File: src/rtl/gprs_pkg.sv
// ---------------------------------------------------------------------------
// gprs_pkg
// Types, register codes and helpers of the GPE right-hand-side stencil.
// ---------------------------------------------------------------------------
`default_nettype none

package gprs_pkg;

   // register indexes on the control port
   localparam logic [2:0] CSR_GRID_COLS = 3'd0;
   localparam logic [2:0] CSR_GRID_ROWS = 3'd1;
   localparam logic [2:0] CSR_COEF_X    = 3'd2;
   localparam logic [2:0] CSR_COEF_Y    = 3'd3;
   localparam logic [2:0] CSR_COUPLING  = 3'd4;

   localparam logic [39:0] K_MAX = 40'h7F_FFFF_FFFF;
   localparam logic [39:0] K_MIN = 40'h80_0000_0000;

   localparam int QUEUE_DEPTH = 2;

   typedef struct packed {
      logic [10:0]        grid_cols;
      logic [15:0]        grid_rows;
      logic [31:0]        coef_x;
      logic [31:0]        coef_y;
      logic signed [31:0] coupling;
   } gprs_cfg_type;

   // one classified grid point handed from front to back
   typedef struct packed {
      logic               is_int;
      logic               is_bnd;
      logic signed [25:0] lxr;
      logic signed [25:0] lxi;
      logic signed [25:0] lyr;
      logic signed [25:0] lyi;
      logic signed [23:0] ctr_re;
      logic signed [23:0] ctr_im;
      logic signed [23:0] cur_re;
      logic signed [23:0] cur_im;
      logic [15:0]        row;
      logic [9:0]         col;
   } gprs_task_type;

   // clamp a signed value to the 40-bit result range
   function automatic logic [39:0] sat_k(input logic signed [48:0] v);
      logic same;
      same = (v[48:39] == 10'h000) || (v[48:39] == 10'h3FF);
      if (same) return v[39:0];
      else if (v[48]) return K_MIN;
      else return K_MAX;
   endfunction

endpackage

`default_nettype wire

File: src/rtl/gprs_queue.sv
// ---------------------------------------------------------------------------
// gprs_queue
// Short task queue between the front and the back end.
// ---------------------------------------------------------------------------
`default_nettype none

module gprs_queue (
   input  wire logic                    clock,
   input  wire logic                    reset,
   input  wire logic                    push,
   input  wire gprs_pkg::gprs_task_type data_in,
   output logic                         full,
   input  wire logic                    pop,
   output logic                         empty,
   output gprs_pkg::gprs_task_type      data_out
);
   import gprs_pkg::*;

   localparam int PW = $clog2(QUEUE_DEPTH);

   gprs_task_type   slot_ff [QUEUE_DEPTH];
   logic [PW-1:0]   wr_ptr_ff;
   logic [PW-1:0]   rd_ptr_ff;
   logic [PW:0]     count_ff;
   logic            do_push;
   logic            do_pop;

   assign full     = (count_ff == (PW+1)'(QUEUE_DEPTH));
   assign empty    = (count_ff == '0);
   assign do_push  = push && !full;
   assign do_pop   = pop && !empty;
   assign data_out = slot_ff[rd_ptr_ff];

   // advance pointers and count
   always_ff @(posedge clock) begin
      if (reset) begin
         wr_ptr_ff <= '0;
         rd_ptr_ff <= '0;
         count_ff  <= '0;
      end else begin
         if (do_push) wr_ptr_ff <= wr_ptr_ff + PW'(1);
         if (do_pop)  rd_ptr_ff <= rd_ptr_ff + PW'(1);
         if (do_push && !do_pop) count_ff <= count_ff + (PW+1)'(1);
         else if (do_pop && !do_push) count_ff <= count_ff - (PW+1)'(1);
      end
   end

   always_ff @(posedge clock) begin
      if (do_push) slot_ff[wr_ptr_ff] <= data_in;
   end

endmodule

`default_nettype wire

File: config.mk
export PLATFORM = sky130hd
export DESIGN_NAME = gprs_queue
export DESIGN_NICKNAME = d
export VERILOG_FILES = /design/src/rtl/gprs_pkg.sv /design/src/rtl/gprs_queue.sv
export SDC_FILE = /design/constraint.sdc
export NUM_CORES = 1
export LEC_CHECK = 0
export BUFFER_PORTS_ARGS = -buffer_cell sky130_fd_sc_hd__buf_4
export CAP_MARGIN = 10
export CORE_ASPECT_RATIO = 0.75
export CORE_MARGIN = 2
export CORE_UTILIZATION = 47
export DETAILED_ROUTE_END_ITERATION = 16
export GPL_TIMING_DRIVEN = 0
export PLACE_DENSITY = 0.79
export SYNTH_ARGS = -nofsm -noshare
export SYNTH_HDL_FRONTEND = slang
export SYNTH_SLANG_ARGS = --single-unit
File: constraint.sdc
create_clock -name clock -period 7.5 [get_ports clock]
set_input_delay 1.5 -clock clock [delete_from_list [all_inputs] [get_ports clock]]
set_output_delay 1.5 -clock clock [all_outputs]
set_load 0.05 [all_outputs]
Yosys cells after proc, flatten, opt, wreduce, memory -nomap -nowiden
Memory sizes are Yosys's and may differ from the RTL's. A register that Yosys moved wholly into a read port is not among the register bits.
Index checks and enable logic that the tools add are counted.
{"block": "totals", "ram_bits": 456, "memories": 1, "reg_bits": 4}
{"block": "op_classes", "n_reduce_logical": 10, "n_eq_ne": 1, "n_addsub": 4, "mux": 6}
{"memory": "slot_ff", "words": 2, "width": 228, "read_ports": 1, "rd_ports_with_merged_regs": 1, "wr": 1, "line": "gprs_queue.sv:21", "rtl": "gprs_task_type slot_ff [QUEUE_DEPTH];"}
{"operator": "$logic_and A1 B1 Y1", "n": 4}
{"operator": "$logic_not A1 Y1", "n": 4}
{"operator": "$mux W1", "n": 4}
{"operator": "$mux W2", "n": 2}
{"operator": "$add A1 B1 Y1 const B", "n": 2}
{"operator": "$add A2 B1 Y2 const B", "n": 1}
{"operator": "$eq A2 B2 Y1 const B", "n": 1}
{"operator": "$logic_not A2 Y1", "n": 1}
{"operator": "$reduce_bool A2 Y1", "n": 1}
{"operator": "$sub A2 B1 Y2 const B", "n": 1}

Longest topological paths before layout
Gate-level depths: netlist of the first run.
{"block": "depth", "depth_word": 7, "depth_mapped": 6, "ltp_nobuf": 6}

Least setup slack after synthesis of the first run
OpenSTA, ideal clock, no wires.
{"block": "synth_timing", "path_kind": "input port to flip-flop", "start": "input port push", "end": "memory slot_ff[1][0] (netlist bit) (enable)", "t_arrival_ns": 6.888, "stages": 3, "path_slack_ns": -0.006, "setup_time_ns": 0.618, "path_cell_list": "inv_1 -> nor2_1 -> and2_1"}
{"block": "synth_between", "elab_chain_cells": 3}
{"item": "from (decl)", "line": "gprs_queue.sv:10", "rtl": "input wire logic push,"}
{"item": "$logic_and A1 B1 Y1", "line": "gprs_queue.sv:30", "rtl": "assign do_push = push && !full;"}
{"item": "via do_push", "line": "gprs_queue.sv:25", "rtl": "logic do_push;"}
{"item": "$mux W1", "line": "gprs_queue.sv:49", "rtl": "if (do_push) slot_ff[wr_ptr_ff] <= data_in;"}
{"item": "$mux W1 (not written as such)", "line": "gprs_queue.sv:49"}
{"item": "to (decl)", "line": "gprs_queue.sv:21"}
The timed path passes the listed nets, and every way through them passes these cells.

==> impl_results.md, run 1 <==
- Fmax: 0.286 GHz
- Aggregate global-route resource usage: 0.201
- Share of the synthesized area in the top cell type: 0.817
- Arrival time worst endpoint: 1.99 ns
- Leakage: 0.00832 uW
- Register area share after synthesis: 0.823
- CP endpoint kind: primary output
- Worst setup path category: flop to primary output
- Port bufs: 461
- Final Skew: 0.0180 ns
- Endpoints failing hold: 0
- YS warnings: 0
- CTS Hold Bufs: 0
- Worst hold path type: flop to flop
- Final Wtd Congestion: 0.767
- Synth top area cells: edfxtp_1, mux2_2, buf_6
- DP Cell Count: 1658
- Synth Register Bits: 461
- Largest net degree at the start of global routing: 91
- ANT nets after route: 0
- Layout cells sized above 1: 0.613
- Number of iterations in the first detailed-routing pass: 4
- Worst Max-Slew Pin Slew: 0.701 ns
- Syn_area_per_cell: 22.8 sq um
- Area Overhead vs Synth: 33.6%
- Setup TNS: 0 ns
- CTS tree: yes
- Initial Util: 0.480
- MaxCap Viol Count: 0
- Final setup viols: 0
- Final Util: 0.641
- TritonCTS buffer count: 45
- CTS H-Tree Depth: 2
- Later-pin clock latency in the skew report: 0.54 ns
- Core footprint: 34900 sq um
- First-pass GRT wire length: 56200 microns
- Synthesized instance count: 734
- Clock tree buffer depth: 3
- Peak supply drop: 0.357 mV
- CTS Sinks: 461
- Post-CTS Setup Bufs: 0
- Drt wl/cell: 21.7 microns
- # DRC: 0
- I/O pin count: 462
- 1st-iter DRT viols: 519
- Critical-path maximum fanout: 10
- Startpoint types: flop
- Antenna violations before repair: 2
- Die area: 37200 sq um
- PD cells: 397 nW/um^2
- Area leader, netlist: edfxtp_1
- Commonest non-fill, non-tap cell in the layout: buf_4
- Fin crit share: 0.466
- Worst EP required: 6.00 ns
- Status: complete, no violations
- Slew Limit Fails: 0
- Clock Root Buffer: clkbuf_16
- Fin cells: 1741
- Hold slack: 0.493 ns
- Synthesized area: 16800 sq um
- DR vias: 8836
- Dpl hpwl: 26400 microns
- Syn nets: 967
- Post-cts repair resize count: 0
- Final nets: 1481
- RSZ-0062 raised after global routing: false
- Grt total ovfl: 0
- Number of distinct library cells after synthesis: 14
- CTS clk-pin slew, worst paths: 0.07 ns
- Slew Limit Headroom: 0.533
- Via density: 5.08
- Vias in the first global route: 9511
- Commonest cells after routing, fill and taps aside: buf_4, edfxtp_1, mux2_2, clkbuf_16, buf_6
- Final min period: 3.49 ns
- Die extent in x: 222 microns
- Placement Rows: 59
- Die height: 168 microns
- WL final: 37900 microns
## kinds of logic after synthesis
kind of cell             count (synthesis)  share of synthesized area
AO/OA/AOI/OAI                            5                    0.00149
flip-flops                             461                      0.823
AND/OR/NAND/NOR                          9                    0.00276
buffers and inverters                   27                     0.0170
multiplexers                           228                      0.153
XOR/XNOR                                 3                    0.00157
adder cells (fa/ha/maj)                  1                   0.000747
## final cells by class
type | instances | area, sq um
well taps | 457 | 572
inverters | 2 | 15.0
plain buffers | 25 | 278
multi-input cells | 246 | 2680
flip-flops and latches | 461 | 13800
clock inverters | 27 | 219
clock buffers | 55 | 1210
diodes | 1 | 2.50
fillers | 2374 | 12500
repair buffers | 467 | 3620
## per-layer routing
metal	GRT usage	vias to the layer above	wire length (microns)	share of wire
met5	0	-	13	0.00034
met4	0.0658	2	962	0.025
met3	0.0711	59	3280	0.087
met2	0.344	348	19400	0.51
met1	0.237	4463	14300	0.38
li1	-	3964	-	-
## synthesized netlist by cell type, drive strengths merged
| master | n |
|---|---|
| or3 | 2 |
| and2 | 1 |
| ha | 1 |
| dfxtp | 5 |
| o21ai | 3 |
| edfxtp | 456 |
| buf | 25 |
| mux2 | 228 |
| xor2 | 3 |
| nor2b | 1 |
| a21oi | 2 |
| inv | 2 |
| nor2 | 5 |
## worst paths after layout
check / depth (start not counted) / slack, ns / start / to
max: 4 / 4.01 / flop / data_out[42]
min: 2 / 0.49 / wr_ptr_ff / wr_ptr_ff
max reg2reg: 6 / 4.81 / count_ff[1] / slot_ff[1][132]
min reg2reg: 2 / 0.49 / wr_ptr_ff / wr_ptr_ff
## power by group
| group | switching, uW | internal (uW) | leakage, uW |
|---|---|---|---|
| clock network | 925 | 1250 | 0.000690 |
| logic | 2270 | 1130 | 0.00333 |
| registers | 77.0 | 3230 | 0.00430 |
| total | 3270 | 5610 | 0.00832 |
## critical path, stage by stage (launching register included)
cell,delay (ns)
dfxtp_1,0.40
buf_6,0.24
buf_6,0.23
mux2_2,0.36
buf_4,0.20
## registers in the layout, summed over array words and instances, names as in the netlist, named ones only
name / cells
count_ff: 2
wr_ptr_ff: 1
slot_ff: 456
rd_ptr_ff: 1
## stage by stage
step           area (sq um)  worst slack [ns]  power (uW)
2_1_floorplan         16800             0.610        5770
3_3_place_gp          20800             -2.04        6810
3_5_place_dp          21000              3.66        6780
4_1_cts               22400              3.93        8970
5_1_grt               22400              3.90        9200
6_report              22400              4.01        8880
No activity file was read; power rests on OpenSTA's default activity.
==> inputs of run 2 (changes only) <==
==> constraint.sdc (replaced) <==
create_clock -name clock -period 3.1 [get_ports clock]
set_input_delay 0.62 -clock clock [delete_from_list [all_inputs] [get_ports clock]]
set_output_delay 0.62 -clock clock [all_outputs]
set_load 0.05 [all_outputs]
==> impl_results.md, run 2 (synthesis gave the netlist of run 1 again) <==
- Worst hold path type: input pin to flop
- R2r worst-path depth: 6 (unchanged)
- Largest regs: slot_ff x456, count_ff x2
- CTS tree: yes
- FF-to-FF Start: count_ff[1]
- Via density: 5.07 (-0.11%)
- Commonest non-fill, non-tap cell in the layout: buf_4
- Fmax: 0.389 GHz
- Final Wtd Congestion: 0.790 (+3.1%)
- Final Skew: 0.0149 ns (-0.00311 ns)
- Post-cts repair resize count: 0 (unchanged)
- Worst setup path category: flop to primary output
- CP endpoint kind: primary output
- Antenna violations before repair: 1 (-1)
- Fin crit share: 0.828
- Number of cells on the worst hold path: 1 (-1)
- DR vias: 8836 (unchanged)
- Layout cells sized above 1: 0.618 (+0.00527)
- Design area: 22400 sq um (+0.21%)
- ANT nets after route: 0 (unchanged)
- Slew Limit Headroom: 0.735 (+0.202)
- Startpoint types: flop
- Final setup viols: 0 (unchanged)
- 1st-iter DRT viols: 573 (+10%)
- Drt wl/cell: 21.7 microns (-0.30%)
- CTS clk-pin slew, worst paths: 0.06 ns (about the same)
- CTS Sinks: 461 (unchanged)
- Final nets: 1485 (+0.27%)
- Dpl cell area: 21000 sq um (+0.39%)
- Grt total ovfl: 0 (unchanged)
- Initial Util: 0.480 (unchanged)
- Crit path to: data_out[70]
- Status: complete, no violations
- Slew Limit Fails: 0 (unchanged)
- Tot Pwr: 21400 uW (+140%)
- I/O pin count: 462 (unchanged)
- Largest register FFs: 456 (unchanged)
- # DRC: 0 (unchanged)
- CTS Hold Bufs: 0 (unchanged)
- Vias in the first global route: 9482 (-0.30%)
- Reg2reg setup slack: 0.75 ns (-4.06 ns)
- Die extent in x: 222 microns (unchanged)
- Worst EP required: 2.48 ns (-3.52 ns)
- Later-pin clock latency in the skew report: 0.53 ns (about the same)
- Die height: 168 microns (unchanged)
- Port bufs: 461 (unchanged)
- Dpl hpwl: 26400 microns (+0.12%)
- TritonCTS buffer count: 45 (unchanged)
- MaxCap Viol Count: 0 (unchanged)
- FF-to-FF End: slot_ff[0][134]
- Commonest cells after routing, fill and taps aside: buf_4, edfxtp_1, mux2_2, clkbuf_16, buf_6
- Placement Rows: 59 (unchanged)
- PD cells: 956 nW/um^2 (+140%)
- Worst Max-Slew Pin Slew: 0.398 ns (-0.304 ns)
- Critical-path maximum fanout: 10 (unchanged)
- Clock tree buffer depth: 3 (unchanged)
- Post-CTS Setup Bufs: 0 (unchanged)
- Largest net degree at the start of global routing: 66 (-27%)
- RSZ-0062 raised after global routing: false
- Top reg by flops: slot_ff
- Aggregate global-route resource usage: 0.200 (-0.000777)
- Area Overhead vs Synth: 33.9%
- Final min period: 2.57 ns
- Core footprint: 34900 sq um (unchanged)
- Number of iterations in the first detailed-routing pass: 4 (unchanged)
- CTS H-Tree Depth: 2 (unchanged)
- Peak supply drop: 0.797 mV (+120%)
- Die area: 37200 sq um (unchanged)
- Clock Root Buffer: clkbuf_16
- Final Util: 0.642 (+0.00136)
- Leakage: 0.00834 uW (+0.28%)
- First-pass GRT wire length: 56100 microns (-0.15%)
- WL final: 37800 microns (-0.19%)
- Hold slack: 0.267 ns (-0.226 ns)
- Arrival time worst endpoint: 1.95 ns (-0.04 ns)
- Endpoints failing hold: 0 (unchanged)
==> run 2: cell types whose count changed in the layout (fill, tap and decap cells not counted), moves of 3 or more <==
cell and change:
inv_6 -3, clkinv_2 +4, buf_12 +5, clkbuf_8 +3, clkinv_1 -4
==> run 2: where the power goes <==
part	switching [uW]	internal, uW	total, uW
Clock	2180	2990	5160
Combinational	5490	2770	8260
Sequential	187	7820	8010
==> run 2: worst max-delay path: stages (launching register included) <==
cell and delay, ns:
dfxtp_1 0.37, buf_6 0.23, buf_6 0.21, mux2_2 0.38, buf_4 0.20
==> run 2: stage by stage <==
step                worst slack [ns]  std cells  setup TNS (ns)
floorplan                      -1.58        734         -359.48
global placement               -3.75       1652        -1026.72
detailed placement             0.504       1662               0
CTS                            0.436       1742               0
global route                   0.422       1742               0
finish                         0.532       1743               0
==> run 2: worst min path at each step <==
stage                 start              end  slack (ns)
3_3_place_gp      wr_ptr_ff        wr_ptr_ff        0.48
3_5_place_dp    count_ff[1]      count_ff[1]        0.49
2_1_floorplan     wr_ptr_ff        wr_ptr_ff        0.46
5_1_grt         data_in[81]   slot_ff[0][81]        0.23
4_1_cts         data_in[40]   slot_ff[0][40]        0.23
6_report       data_in[164]  slot_ff[1][164]        0.27
==> run 2: routing by layer <==
metal | track usage | vias up | routed length [microns] | part of all wire
met5 | 0 | - | 0 | 0
met4 | 0.0588 | 0 | 909 | 0.024
met3 | 0.0702 | 59 | 3090 | 0.082
met2 | 0.345 | 317 | 19200 | 0.51
met1 | 0.238 | 4488 | 14600 | 0.39
li1 | - | 3972 | - | -
==> run 2: cell type report <==
| type | instances | area, sq um |
|---|---|---|
| antenna | 1 | 2.50 |
| tap | 457 | 572 |
| multi-input combinational | 246 | 2690 |
| clock buffer | 57 | 1200 |
| fill | 2387 | 12500 |
| timing repair buffer | 471 | 3690 |
| sequential | 461 | 13800 |
| clock inverter | 23 | 190 |
| inverter | 2 | 11.3 |
| buffer | 25 | 278 |
==> inputs of run 3 (changes only) <==
==> constraint.sdc (replaced) <==
create_clock -name clock -period 2.3 [get_ports clock]
set_input_delay 0.46 -clock clock [delete_from_list [all_inputs] [get_ports clock]]
set_output_delay 0.46 -clock clock [all_outputs]
set_load 0.05 [all_outputs]
==> impl_results.md, run 3 (synthesis gave the netlist of run 1 again) <==
- CP endpoint kind: primary output
- RSZ-0062 raised after global routing: true
- CTS clk-pin slew, worst paths: 0.06 ns (about the same)
- Drt wl/cell: 22.7 microns (+4.7%)
- Final Skew: 0.0108 ns (-0.00403 ns)
- Slowest stage delay, CP: 0.39 ns (about the same)
- Clock Root Buffer: clkbuf_16
- FF-to-FF Start: count_ff[1]
- ANT nets after route: 0 (unchanged)
- Largest regs: slot_ff x456, count_ff x2
- Layout cells sized above 1: 0.622 (+0.00401)
- Slew Limit Fails: 0 (unchanged)
- Worst EP required: 1.84 ns (-0.64 ns)
- Dpl hpwl: 26500 microns (+0.20%)
- Initial Util: 0.480 (unchanged)
- Aggregate global-route resource usage: 0.207 (+0.00674)
- Placement Rows: 59 (unchanged)
- Die area: 37200 sq um (unchanged)
- Slowest CP cell: dfxtp_4
- Status: complete, but fails checks
- # DRC: 0 (unchanged)
- Antenna violations before repair: 4 (+3)
- CTS Sinks: 461 (unchanged)
- DR vias: 8965 (+1.5%)
- FF-to-FF End: slot_ff[1][176]
- CTS H-Tree Depth: 2 (unchanged)
- Crit path to: data_out[31]
- Commonest non-fill, non-tap cell in the layout: edfxtp_1
- Fin crit share: 1.02
- Vias in the first global route: 9681 (+2.1%)
- Worst path depth: 5 (+1)
- 1st-iter DRT viols: 593 (+3.5%)
- FILL cells: 2256 (-5.5%)
- PD cells: 1300 nW/um^2 (+36%)
- Clock tree buffer depth: 3 (unchanged)
- Leakage: 0.00864 uW (+3.6%)
- R2r worst-path depth: 5 (-1)
- Largest register FFs: 456 (unchanged)
- Multi-input logic area: 2740 sq um (+2.0%)
- Worst setup path category: flop to primary output
- Area Overhead vs Synth: 38.6%
- CTS Hold Bufs: 0 (unchanged)
- Tot Pwr: 30100 uW (+40%)
- Worst Max-Slew Pin Slew: 0.665 ns (+0.268 ns)
- TritonCTS buffer count: 44 (-2.2%)
- CTS tree: yes
- First-pass GRT wire length: 57400 microns (+2.3%)
- Final nets: 1494 (+0.61%)
- Reg2reg setup slack: 0.13 ns (-0.62 ns)
- Storage element area: 13800 sq um (about the same)
- Worst hold path type: input pin to flop
- Startpoint types: flop
- MaxCap Viol Count: 0 (unchanged)
- CP Cell Sequence: buf_4, buf_12, buf_12, mux2_2, buf_6
- Grt total ovfl: 0 (unchanged)
- Die extent in x: 222 microns (unchanged)
- Slew Limit Headroom: 0.554 (-0.181)
- Peak supply drop: 0.958 mV (+20%)
- Final min period: 2.34 ns
- Commonest cells after routing, fill and taps aside: edfxtp_1, buf_4, mux2_2, buf_6, clkbuf_16
- Port bufs: 461 (unchanged)
- CP top delay family: buffers and inverters
- Largest net degree at the start of global routing: 67 (+1.5%)
- Failing checks: negative setup slack
- Core footprint: 34900 sq um (unchanged)
- Critical-path maximum fanout: 10 (unchanged)
- Final setup viols: 87 (+87)
- Setup TNS: -1.07 ns (-1.07 ns)
- WL final: 39900 microns (+5.5%)
- Die height: 168 microns (unchanged)
- Top reg by flops: slot_ff
- Worst path bufs/invs: 4 (+1)
- Endpoints failing hold: 0 (unchanged)
- Fmax: 0.428 GHz
- Final WS setup: -0.0375 ns (-0.569 ns)
- Final Util: 0.665 (+0.0225)
- Final Wtd Congestion: 0.786 (-0.51%)
- I/O pin count: 462 (unchanged)
- Most common cell on crit path: buf_12
- Later-pin clock latency in the skew report: 0.54 ns (about the same)
- Via density: 5.11 (+0.71%)
- Number of iterations in the first detailed-routing pass: 5 (+1)
- Arrival time worst endpoint: 1.88 ns (-0.07 ns)
==> run 3: per-stage QoR <==
stage                     instances  hold slack [ns]  worst slack, ns  instance area, sq um
final                          1756           0.0969          -0.0375                 23200
after global routing           1755           0.0656           -0.116                 23200
after CTS                      1748           0.0621          -0.0992                 22800
after detailed placement       1662            0.485           -0.342                 21000
after global placement         1652            0.478            -4.33                 20800
after floorplan                 734            0.461            -2.38                 16800
==> run 3: worst min path at each step <==
stage | startpoint | end | slack (ns) | cells after the start
after floorplan | wr_ptr_ff | wr_ptr_ff | 0.46 | 2
after global placement | wr_ptr_ff | wr_ptr_ff | 0.48 | 2
after detailed placement | rd_ptr_ff | flop | 0.49 | 2
after CTS | data_in[150] | slot_ff[0][150] | 0.06 | 1
after global routing | data_in[24] | slot_ff[1][24] | 0.07 | 1
final | data_in[13] | slot_ff[1][13] | 0.1 | 1
==> run 3: area by class of cell <==
type	count	share of cell area
Buffer	25	0.0171
Timing Repair inverter	1	0.000216
Inverter	2	0.000485
Clock inverter	27	0.0107
Tap cell	457	0.0246
Sequential cell	461	0.594
Clock buffer	54	0.0500
Multi-Input combinational cell	247	0.118
Antenna cell	3	0.000323
Timing Repair Buffer	479	0.184
==> run 3: metal layers <==
metal / wire length [microns] / GRT usage
met5: 16 / 0
met4: 1490 / 0.0878
met3: 3590 / 0.0758
met2: 20400 / 0.363
met1: 14400 / 0.227
==> run 3: power by group <==
part / switching [uW] / internal, uW / leakage [uW] / total, uW
clock network: 3010 / 4060 / 0.000691 / 7070
registers: 278 / 10500 / 0.00430 / 10800
logic: 7660 / 4540 / 0.00365 / 12200
total: 10900 / 19100 / 0.00864 / 30100
==> run 3: repair_timing <==
action | 4_1_cts | 5_1_grt
pin swaps | 0 | 1
cloned | 2 | 6
setup endpoints to repair | 286 | 286
resized for setup | 66 | 89
buffers inserted | 3 | 0
